### src/rtl/nwm_pkg.sv
`timescale 1ns / 1ps
`default_nettype none
// ----------------------------------------------------------------------------
// Noise window monitor package
// Shared widths, register indexes, matrix commands and item types.
// ----------------------------------------------------------------------------
package nwm_pkg;

	localparam int WINDOW  = 10;
	localparam int CODE_W  = 12;
	localparam int SUM_W   = 18;
	localparam int TIME_W  = 32;
	localparam int COLOR_W = 24;
	localparam int DATA_W  = 32;

	localparam logic [SUM_W-1:0] MAX_SUM = SUM_W'(WINDOW * ((1 << CODE_W) - 1));

	localparam logic [SUM_W-1:0]   RST_SUM_LOW  = SUM_W'(20108);
	localparam logic [SUM_W-1:0]   RST_SUM_HIGH = SUM_W'(20604);
	localparam logic [TIME_W-1:0]  RST_TIMEOUT  = TIME_W'(5000);
	localparam logic [COLOR_W-1:0] RST_COLOR    = COLOR_W'(24'hFF0000);

	typedef enum logic [1:0] {
		REG_SUM_LOW  = 2'd0,
		REG_SUM_HIGH = 2'd1,
		REG_TIMEOUT  = 2'd2,
		REG_COLOR    = 2'd3
	} reg_index_t;

	typedef enum logic [1:0] {
		CMD_NONE  = 2'd0,
		CMD_LIT   = 2'd1,
		CMD_BLACK = 2'd2
	} matrix_cmd_t;

	typedef struct packed {
		logic [CODE_W-1:0] adc_code;
		logic              button_pressed;
		logic [TIME_W-1:0] now_ms;
	} sample_t;

	typedef struct packed {
		logic [SUM_W-1:0]   window_sum;
		logic               loud;
		logic               buzzer_on;
		matrix_cmd_t        matrix_command;
		logic [COLOR_W-1:0] matrix_color;
	} result_t;

	typedef struct packed {
		logic [SUM_W-1:0]  window_sum;
		logic              button_pressed;
		logic [TIME_W-1:0] now_ms;
	} summed_t;

	typedef struct packed {
		logic [SUM_W-1:0]   sum_low_limit;
		logic [SUM_W-1:0]   sum_high_limit;
		logic [TIME_W-1:0]  quiet_timeout_ms;
		logic [COLOR_W-1:0] lit_color;
	} config_t;

endpackage
`default_nettype wire

### src/rtl/nwm_cell.sv
`timescale 1ns / 1ps
`default_nettype none
// ----------------------------------------------------------------------------
// Noise window monitor sample cell
// Holds one code of the window and hands it to the next cell on every item.
// ----------------------------------------------------------------------------
module nwm_cell (
	input  wire logic                      clk,
	input  wire logic                      arst_n,
	input  wire logic                      shift,
	input  wire logic [nwm_pkg::CODE_W-1:0] code_in,
	output logic      [nwm_pkg::CODE_W-1:0] code_out
);

	logic [nwm_pkg::CODE_W-1:0] code_q;

	always_ff @(posedge clk or negedge arst_n) begin
		if (!arst_n) begin
			code_q <= '0;
		end else if (shift) begin
			code_q <= code_in;
		end
	end

	assign code_out = code_q;

endmodule
`default_nettype wire

### src/rtl/nwm_judge.sv
`timescale 1ns / 1ps
`default_nettype none
// ----------------------------------------------------------------------------
// Noise window monitor decision stage
// Compares the window sum with the limits, tracks level changes and the
// quiet timeout, and registers the result item.
// ----------------------------------------------------------------------------
module nwm_judge (
	input  wire logic             clk,
	input  wire logic             arst_n,
	input  wire logic             load,
	input  wire nwm_pkg::summed_t summed,
	input  wire nwm_pkg::config_t cfg,
	output nwm_pkg::result_t      result
);

	logic                        prev_loud_q;
	logic                        level_known_q;
	logic [nwm_pkg::TIME_W-1:0]  last_change_q;
	nwm_pkg::result_t            result_s2;

	logic                        loud;
	logic                        change;
	logic [nwm_pkg::TIME_W-1:0]  elapsed;
	nwm_pkg::matrix_cmd_t        cmd;
	logic [nwm_pkg::COLOR_W-1:0] color;

	always_comb begin
		loud = (summed.window_sum < cfg.sum_low_limit) ||
			(summed.window_sum > cfg.sum_high_limit);
		change = !level_known_q || (loud != prev_loud_q);
		elapsed = summed.now_ms - last_change_q;
		priority if (change) begin
			cmd = nwm_pkg::CMD_LIT;
			color = cfg.lit_color;
		end else if (elapsed > cfg.quiet_timeout_ms) begin
			cmd = nwm_pkg::CMD_BLACK;
			color = '0;
		end else begin
			cmd = nwm_pkg::CMD_NONE;
			color = '0;
		end
	end

	always_ff @(posedge clk or negedge arst_n) begin
		if (!arst_n) begin
			prev_loud_q <= 1'b0;
			level_known_q <= 1'b0;
			last_change_q <= '0;
		end else if (load) begin
			prev_loud_q <= loud;
			level_known_q <= 1'b1;
			if (change) begin
				last_change_q <= summed.now_ms;
			end
		end
	end

	always_ff @(posedge clk) begin
		if (load) begin
			result_s2.window_sum <= summed.window_sum;
			result_s2.loud <= loud;
			result_s2.buzzer_on <= loud && !summed.button_pressed;
			result_s2.matrix_command <= cmd;
			result_s2.matrix_color <= color;
		end
	end

	assign result = result_s2;

endmodule
`default_nettype wire

### src/rtl/noise_window_monitor.sv
`timescale 1ns / 1ps
`default_nettype none
// ----------------------------------------------------------------------------
// Noise window monitor
// Moving-window sum of microphone codes with a loudness window, buzzer
// control and LED matrix commands.
// ----------------------------------------------------------------------------
// Each sample item carries a converter code, the mute button level and a
// millisecond timestamp. Each accepted sample gives exactly one result item
// with the window sum, the loud flag, the buzzer level and a matrix command.
// The last WINDOW codes sit in a row of cells that shift by one on every
// accepted sample; the code leaving the last cell is taken off the running
// sum while the new code is added.
// An accepted sample is registered in the sum stage, then loaded into the
// decision register, where its result item becomes valid. One sample is
// accepted per cycle while results are taken, so the throughput is one item
// per cycle; the sum register and the decision register form the two stages.
// Reset clears the cells, the running sum and the level history, so the
// first sample always counts as a level change and lights the matrix; the
// registers return to their default limits, timeout and color.
// When the receiver stalls, the result holds and one more sample may enter
// the sum stage; after that sample_stall rises until the result is taken.
// The user must write registers (cfg_we, cfg_index, cfg_data) only while idle; not enforced.
// ----------------------------------------------------------------------------
module noise_window_monitor (
	input  wire logic                        clk,
	input  wire logic                        arst_n,
	input  wire logic                        sample_valid,
	output logic                             sample_stall,
	input  wire nwm_pkg::sample_t            sample,
	output logic                             result_valid,
	input  wire logic                        result_stall,
	output nwm_pkg::result_t                 result,
	input  wire logic                        cfg_we,
	input  wire nwm_pkg::reg_index_t         cfg_index,
	input  wire logic [nwm_pkg::DATA_W-1:0]  cfg_data
);

	nwm_pkg::config_t            cfg_q;
	nwm_pkg::summed_t            summed_s1;
	logic                        valid_s1;
	logic                        valid_s2;
	logic                        accept;
	logic                        take;
	logic                        load;
	logic [nwm_pkg::CODE_W-1:0]  tap [nwm_pkg::WINDOW];
	logic [nwm_pkg::CODE_W-1:0]  oldest;

	always_ff @(posedge clk or negedge arst_n) begin
		if (!arst_n) begin
			cfg_q.sum_low_limit <= nwm_pkg::RST_SUM_LOW;
			cfg_q.sum_high_limit <= nwm_pkg::RST_SUM_HIGH;
			cfg_q.quiet_timeout_ms <= nwm_pkg::RST_TIMEOUT;
			cfg_q.lit_color <= nwm_pkg::RST_COLOR;
		end else if (cfg_we) begin
			unique case (cfg_index)
				nwm_pkg::REG_SUM_LOW: begin
					cfg_q.sum_low_limit <= cfg_data[nwm_pkg::SUM_W-1:0];
				end
				nwm_pkg::REG_SUM_HIGH: begin
					cfg_q.sum_high_limit <= cfg_data[nwm_pkg::SUM_W-1:0];
				end
				nwm_pkg::REG_TIMEOUT: begin
					cfg_q.quiet_timeout_ms <= cfg_data[nwm_pkg::TIME_W-1:0];
				end
				nwm_pkg::REG_COLOR: begin
					cfg_q.lit_color <= cfg_data[nwm_pkg::COLOR_W-1:0];
				end
				default: begin
				end
			endcase
		end
	end

	assign take = valid_s2 && !result_stall;
	assign load = valid_s1 && (!valid_s2 || take);
	assign sample_stall = valid_s1 && !load;
	assign accept = sample_valid && !sample_stall;

	for (genvar i = 0; i < nwm_pkg::WINDOW; i++) begin : g_cell
		if (i == 0) begin : g_first
			nwm_cell u_cell (
				.clk      (clk),
				.arst_n   (arst_n),
				.shift    (accept),
				.code_in  (sample.adc_code),
				.code_out (tap[i])
			);
		end else begin : g_next
			nwm_cell u_cell (
				.clk      (clk),
				.arst_n   (arst_n),
				.shift    (accept),
				.code_in  (tap[i-1]),
				.code_out (tap[i])
			);
		end
	end

	assign oldest = tap[nwm_pkg::WINDOW-1];

	always_ff @(posedge clk or negedge arst_n) begin
		if (!arst_n) begin
			summed_s1 <= '0;
		end else if (accept) begin
			summed_s1.window_sum <= summed_s1.window_sum
				- {{(nwm_pkg::SUM_W-nwm_pkg::CODE_W){1'b0}}, oldest}
				+ {{(nwm_pkg::SUM_W-nwm_pkg::CODE_W){1'b0}}, sample.adc_code};
			summed_s1.button_pressed <= sample.button_pressed;
			summed_s1.now_ms <= sample.now_ms;
		end
	end

	always_ff @(posedge clk or negedge arst_n) begin
		if (!arst_n) begin
			valid_s1 <= 1'b0;
			valid_s2 <= 1'b0;
		end else begin
			if (accept) begin
				valid_s1 <= 1'b1;
			end else if (load) begin
				valid_s1 <= 1'b0;
			end
			if (load) begin
				valid_s2 <= 1'b1;
			end else if (take) begin
				valid_s2 <= 1'b0;
			end
		end
	end

	nwm_judge u_judge (
		.clk    (clk),
		.arst_n (arst_n),
		.load   (load),
		.summed (summed_s1),
		.cfg    (cfg_q),
		.result (result)
	);

	assign result_valid = valid_s2;

	a_stall_only_when_full: assert property (@(posedge clk) disable iff (!arst_n)
		sample_stall |-> (valid_s1 && valid_s2 && result_stall))
		else $error("sample stall raised while the pipeline can move");

	a_sum_in_range: assert property (@(posedge clk) disable iff (!arst_n)
		summed_s1.window_sum <= nwm_pkg::MAX_SUM)
		else $error("running sum exceeds the largest window sum");

	a_accept_fills_s1: assert property (@(posedge clk) disable iff (!arst_n)
		accept |=> valid_s1)
		else $error("accepted sample lost before the sum stage");

	a_quiet_color: assert property (@(posedge clk) disable iff (!arst_n)
		(result_valid && result.matrix_command != nwm_pkg::CMD_LIT)
		|-> (result.matrix_color == '0))
		else $error("matrix color set without a lit command");

endmodule
`default_nettype wire
### config.mk
export PLATFORM = sky130hd
export DESIGN_NAME = noise_window_monitor
export DESIGN_NICKNAME = d
export VERILOG_FILES = /design/src/rtl/nwm_pkg.sv /design/src/rtl/nwm_cell.sv /design/src/rtl/nwm_judge.sv /design/src/rtl/noise_window_monitor.sv
export SDC_FILE = /design/constraint.sdc
export NUM_CORES = 1
export LEC_CHECK = 0
export ABC_AREA = 1
export ABC_CLOCK_PERIOD_IN_PS = 7200
export BUFFER_PORTS_ARGS = -buffer_cell sky130_fd_sc_hd__buf_2
export CELL_PAD_IN_SITES_DETAIL_PLACEMENT = 0
export CELL_PAD_IN_SITES_GLOBAL_PLACEMENT = 1
export CORE_UTILIZATION = 50
export CTS_CLUSTER_DIAMETER = 80
export DETAILED_ROUTE_END_ITERATION = 8
export PLACE_DENSITY = 0.94
export SLEW_MARGIN = 40
export SYNTH_ARGS = -nofsm -noshare
export SYNTH_HDL_FRONTEND = slang
export SYNTH_SLANG_ARGS = --single-unit
### constraint.sdc
create_clock -name clk -period 7.2 [get_ports clk]
set_input_delay 1.44 -clock clk [delete_from_list [all_inputs] [get_ports clk]]
set_output_delay 1.44 -clock clk [all_outputs]
set_load 0.01 [all_outputs]
==> reports/results.txt <==
The average instance in the mapped netlist occupies 8.46 um2. Data on the critical path arrives at its endpoint at 3.92 ns. The placement row count was 68. The logs give 2075 for the post-synthesis instance total and 3.54 ns for the register-to-register setup slack. The hold violation total from the final report was 0.

For this run the aggregate overflow at the end of global routing stands at 0. The worst setup path is of the register to register kind. The worst hold path class is register to register.

The count of placed standard cells including taps came out at 2602. The run gives 7.46 ns as the data required time at the worst endpoint. The number of antenna diodes in the final layout is 0. The worst-case IR drop observed on VDD is 265 uV. For the sequential power share, the log shows 34.3%. The number of antenna violations at the first check in global routing was 0; the headroom to the max-slew limit was 47.7%. Across the routed clock network, the largest skew measured is 0.0154 ns.

The switching fraction of total power works out to 40.7%. The run finished with clean final reports. The tool flagged a number of max-cap violations equal to 0.

The routed design could run at a clock period as short as 3.66 ns. The part of the Yosys area used for sequential elements came out at 50.7%. The tools report the capturing instance or port of the critical path as u_judge.result[25]$_SDFFCE_PN0P_.

The tools report the number of gates resized after cts as 0. For the via count of the first global-routing pass, the log shows 13200. The clock drives 345 sinks. Netlist area before placement: 0.0176 mm2. The sum of net half-perimeters after detailed placement came out at 28.3 mm. The post-layout instance count excluding filler cells is 2671.

For the worst-skew pair, the clock arrives at the later sink with an insertion delay of 0.53 ns. The average detailed-routed wire length per instance came out at 14.8 um. The logs give 0 for the max-slew violation count and 0.273 GHz for the highest clock rate. The die span in x was 189 um. No sink is reached through more buffers than the 3 on the longest clock path. Buffers inserted to repair hold after CTS numbered 0. The most used flip-flop cell after synthesis is sky130_fd_sc_hd__dfrtp_1.

Critical path launch point: summed_s1[2]$_DFFE_PN0P_. The worst setup path is launched from a register. The highest net fanout along the worst path is 4.

The run gives 0 as the number of synthesis warnings. Counting flops with an async set or reset pin after synthesis yields a share of 86.7%. The final design instance area without fill is 0.0199 mm2. For this block, the routed nets add up to 39.5 mm of wire.

The tools report the residual antenna-violating net count after detailed routing as 0. The routed layout has 13400 vias. Yosys mapped a number of flops with a built-in enable equal to 46. The analysis attributes to cell leakage a power of 0.0102 uW. Hold is met by 0.468 ns. The H-tree depth came out at 2. The first detailed-routing pass ran for 5 iterations. For the cell area reported after detailed placement, the log shows 0.0186 mm2. The CTS clock-pin slew for the worst setup and hold paths works out to 0.06 ns. The die covers 0.0359 mm2.

The power density normalized to cell area is 418 mW/mm2, and the final total power is 8330 uW. Across every metal layer, demand over resource in global routing totals 22.7%. Entering global routing, the biggest net connects 168 pins.

The ratio of final minimum period to clock period is 50.9%. TritonCTS built the clock tree. In this run the critical register-to-register path is captured at u_judge.result[25]$_SDFFCE_PN0P_. Synthesis produced a netlist with a net count of 2288. The root buffer cell chosen for the clock tree is sky130_fd_sc_hd__clkbuf_16. Routability-driven placement finished with a final weighted congestion of 0.908.

In this run, synthesis produced a sequential element count of 345. The run gives 43 as the distinct cell type count of the synthesized netlist. The run gives 38 as the CTS buffer count. During I/O placement, the number of pins put on the boundary was 132. In the layout the commonest cells are sky130_fd_sc_hd__nand2_1 (597), sky130_fd_sc_hd__inv_1 (327), sky130_fd_sc_hd__dfrtp_1 (272). The share of total power dissipated in combinational logic is 43.0%. Leaving out fill and tap cells, the most frequent cell in the layout is sky130_fd_sc_hd__nand2_1. In this run the post-CTS setup repair buffer count came out at 0.

Die boundary height: 189 um. The net switching power figure was 3390 uW; the clock share of power was 22.7%. For the core area, the log shows 0.0345 mm2.

Compared with the post-synthesis result, the final layout area differs by 13.3%. The number of cells traversed by the worst register-to-register path works out to 19. The cell internal power dissipation was 4940 uW; the layout cell share with drive strength beyond 1 was 11.1%.

The setup violation total in the final timing report was 0. Remaining routing DRC violations: 0. The transition time at the pin with the least slew margin is 0.785 ns. After the last flow step, the layout net total stands at 2401.

Input and output buffers added on the ports amount to 131. The count of routing violations after the opening detailed-route iteration is 774, and the effective utilization at floorplan is 50.8%. The start of the worst register-to-register path was summed_s1[2]$_DFFE_PN0P_. The aggregate negative setup slack came out at 0 ns. The nature of the critical path endpoint is a register. Using the TritonRoute via totals, the vias-per-cell ratio works out to 5.03.

Setup repair after global routing left no endpoint under its margin. The first global-routing pass estimated 65.6 mm of wire.
==> stage by stage <==
stage          setup WS, ns  util [%]
2_1_floorplan          3.29         -
3_3_place_gp           3.27      53.8
3_5_place_dp           3.39      54.0
4_1_cts                3.50      57.5
5_1_grt                3.17      57.6
6_report               3.54      57.6
==> worst max-delay path, cell delays in order, from the launching register on <==
cell                      delay (ns)
sky130_fd_sc_hd__dfrtp_1        0.42
sky130_fd_sc_hd__ha_1           0.37
sky130_fd_sc_hd__a21oi_1        0.17
sky130_fd_sc_hd__nand2_1        0.12
sky130_fd_sc_hd__a21oi_1        0.35
sky130_fd_sc_hd__o21ai_0        0.26
sky130_fd_sc_hd__nand2_1        0.11
sky130_fd_sc_hd__nand2_1        0.11
sky130_fd_sc_hd__nand3_1        0.12
sky130_fd_sc_hd__nand2_1        0.06
sky130_fd_sc_hd__nand2_1        0.05
sky130_fd_sc_hd__nand2_1        0.09
sky130_fd_sc_hd__ha_1           0.31
sky130_fd_sc_hd__nand2_1        0.07
sky130_fd_sc_hd__nor2_1         0.13
sky130_fd_sc_hd__nand2_1        0.09
sky130_fd_sc_hd__nor4_1         0.28
sky130_fd_sc_hd__nand3_1        0.13
sky130_fd_sc_hd__nand2_1        0.10
sky130_fd_sc_hd__nor2_1         0.04
==> metal layers <==
layer	track usage [%]	vias to the layer above	share of wire [%]
li1	-	6789	-
met3	2.97	59	3.6
met5	0	-	0
met2	39.4	232	49
met1	30.0	6342	45
met4	6.08	0	2.1
==> flip-flops by register name, indices dropped and copies added, names as in the netlist <==
name,count
cfg_q,92
g_cell.g_next.u_cell.code_out,108
summed_s1,51
u_judge.level_known_q,1
valid_s1,1
g_cell.g_first.u_cell.code_out,12
u_judge.last_change_q,32
u_judge.result,46
u_judge.prev_loud_q,1
result_valid,1
==> power groups by stage <==
stage          sequential [uW]  clock [uW]  combinational (uW)
2_1_floorplan             2780           0                2710
3_3_place_gp              2870           0                3480
3_5_place_dp              2890           0                3580
4_1_cts                   2860        1940                3620
5_1_grt                   2910        2010                4180
6_report                  2860        1890                3580
==> synth_stat cells, types with 8 or more instances <==
| cell type | n | area [um2] |
|---|---|---|
| sky130_fd_sc_hd__nand3_1 | 71 | 355 |
| sky130_fd_sc_hd__nand2_1 | 598 | 2240 |
| sky130_fd_sc_hd__nand4_1 | 10 | 62.6 |
| sky130_fd_sc_hd__edfxtp_1 | 46 | 1380 |
| sky130_fd_sc_hd__a21oi_1 | 89 | 445 |
| sky130_fd_sc_hd__xor2_1 | 32 | 280 |
| sky130_fd_sc_hd__clkbuf_1 | 44 | 165 |
| sky130_fd_sc_hd__dfstp_2 | 27 | 709 |
| sky130_fd_sc_hd__a21o_1 | 8 | 60.1 |
| sky130_fd_sc_hd__nor2_1 | 104 | 390 |
| sky130_fd_sc_hd__buf_1 | 8 | 30.0 |
| sky130_fd_sc_hd__o21ai_0 | 237 | 1190 |
| sky130_fd_sc_hd__ha_1 | 116 | 1450 |
| sky130_fd_sc_hd__nor3_1 | 10 | 50.1 |
| sky130_fd_sc_hd__fa_1 | 13 | 260 |
| sky130_fd_sc_hd__dfrtp_1 | 272 | 6810 |
| sky130_fd_sc_hd__inv_1 | 328 | 1230 |
==> worst min path at each step <==
stage                                                          start                                         endpoint  slack [ns]  cells after the start
finish              g_cell[0].g_first.u_cell.code_out[7]$_DFFE_PN0P_  g_cell[1].g_next.u_cell.code_out[7]$_DFFE_PN0P_        0.47                      2
global route                    u_judge.last_change_q[9]$_DFFE_PN0P_             u_judge.last_change_q[9]$_DFFE_PN0P_        0.49                      2
CTS                 g_cell[0].g_first.u_cell.code_out[7]$_DFFE_PN0P_  g_cell[1].g_next.u_cell.code_out[7]$_DFFE_PN0P_        0.47                      2
detailed placement  g_cell[0].g_first.u_cell.code_out[7]$_DFFE_PN0P_  g_cell[1].g_next.u_cell.code_out[7]$_DFFE_PN0P_        0.46                      2
global placement                u_judge.last_change_q[2]$_DFFE_PN0P_             u_judge.last_change_q[2]$_DFFE_PN0P_        0.45                      2
floorplan                                  summed_s1[33]$_DFFE_PN0P_                     u_judge.result[28]$_DFFE_PP_        0.42                      0
==> cell families (layout without fill, tap and decap cells) <==
group	after synthesis	after routing	share of synthesized area, %
AO/OA/AOI/OAI	364	364	10.8
AND/OR/NAND/NOR	806	806	18.3
adder cells (fa/ha/maj)	129	129	9.74
flip-flops	345	345	50.7
XOR/XNOR	37	37	1.84
buffers and inverters	394	535	8.66
==> area by class of cell <==
class	instances	area [um2]
Sequential cell	345	8900
Tap cell	455	569
Multi-Input combinational cell	1336	7180
Inverter	329	1240
Clock buffer	53	1100
Clock inverter	15	138
Fill cell	3174	14600
Timing Repair Buffer	138	778
(Power assumes the default switching activity.)
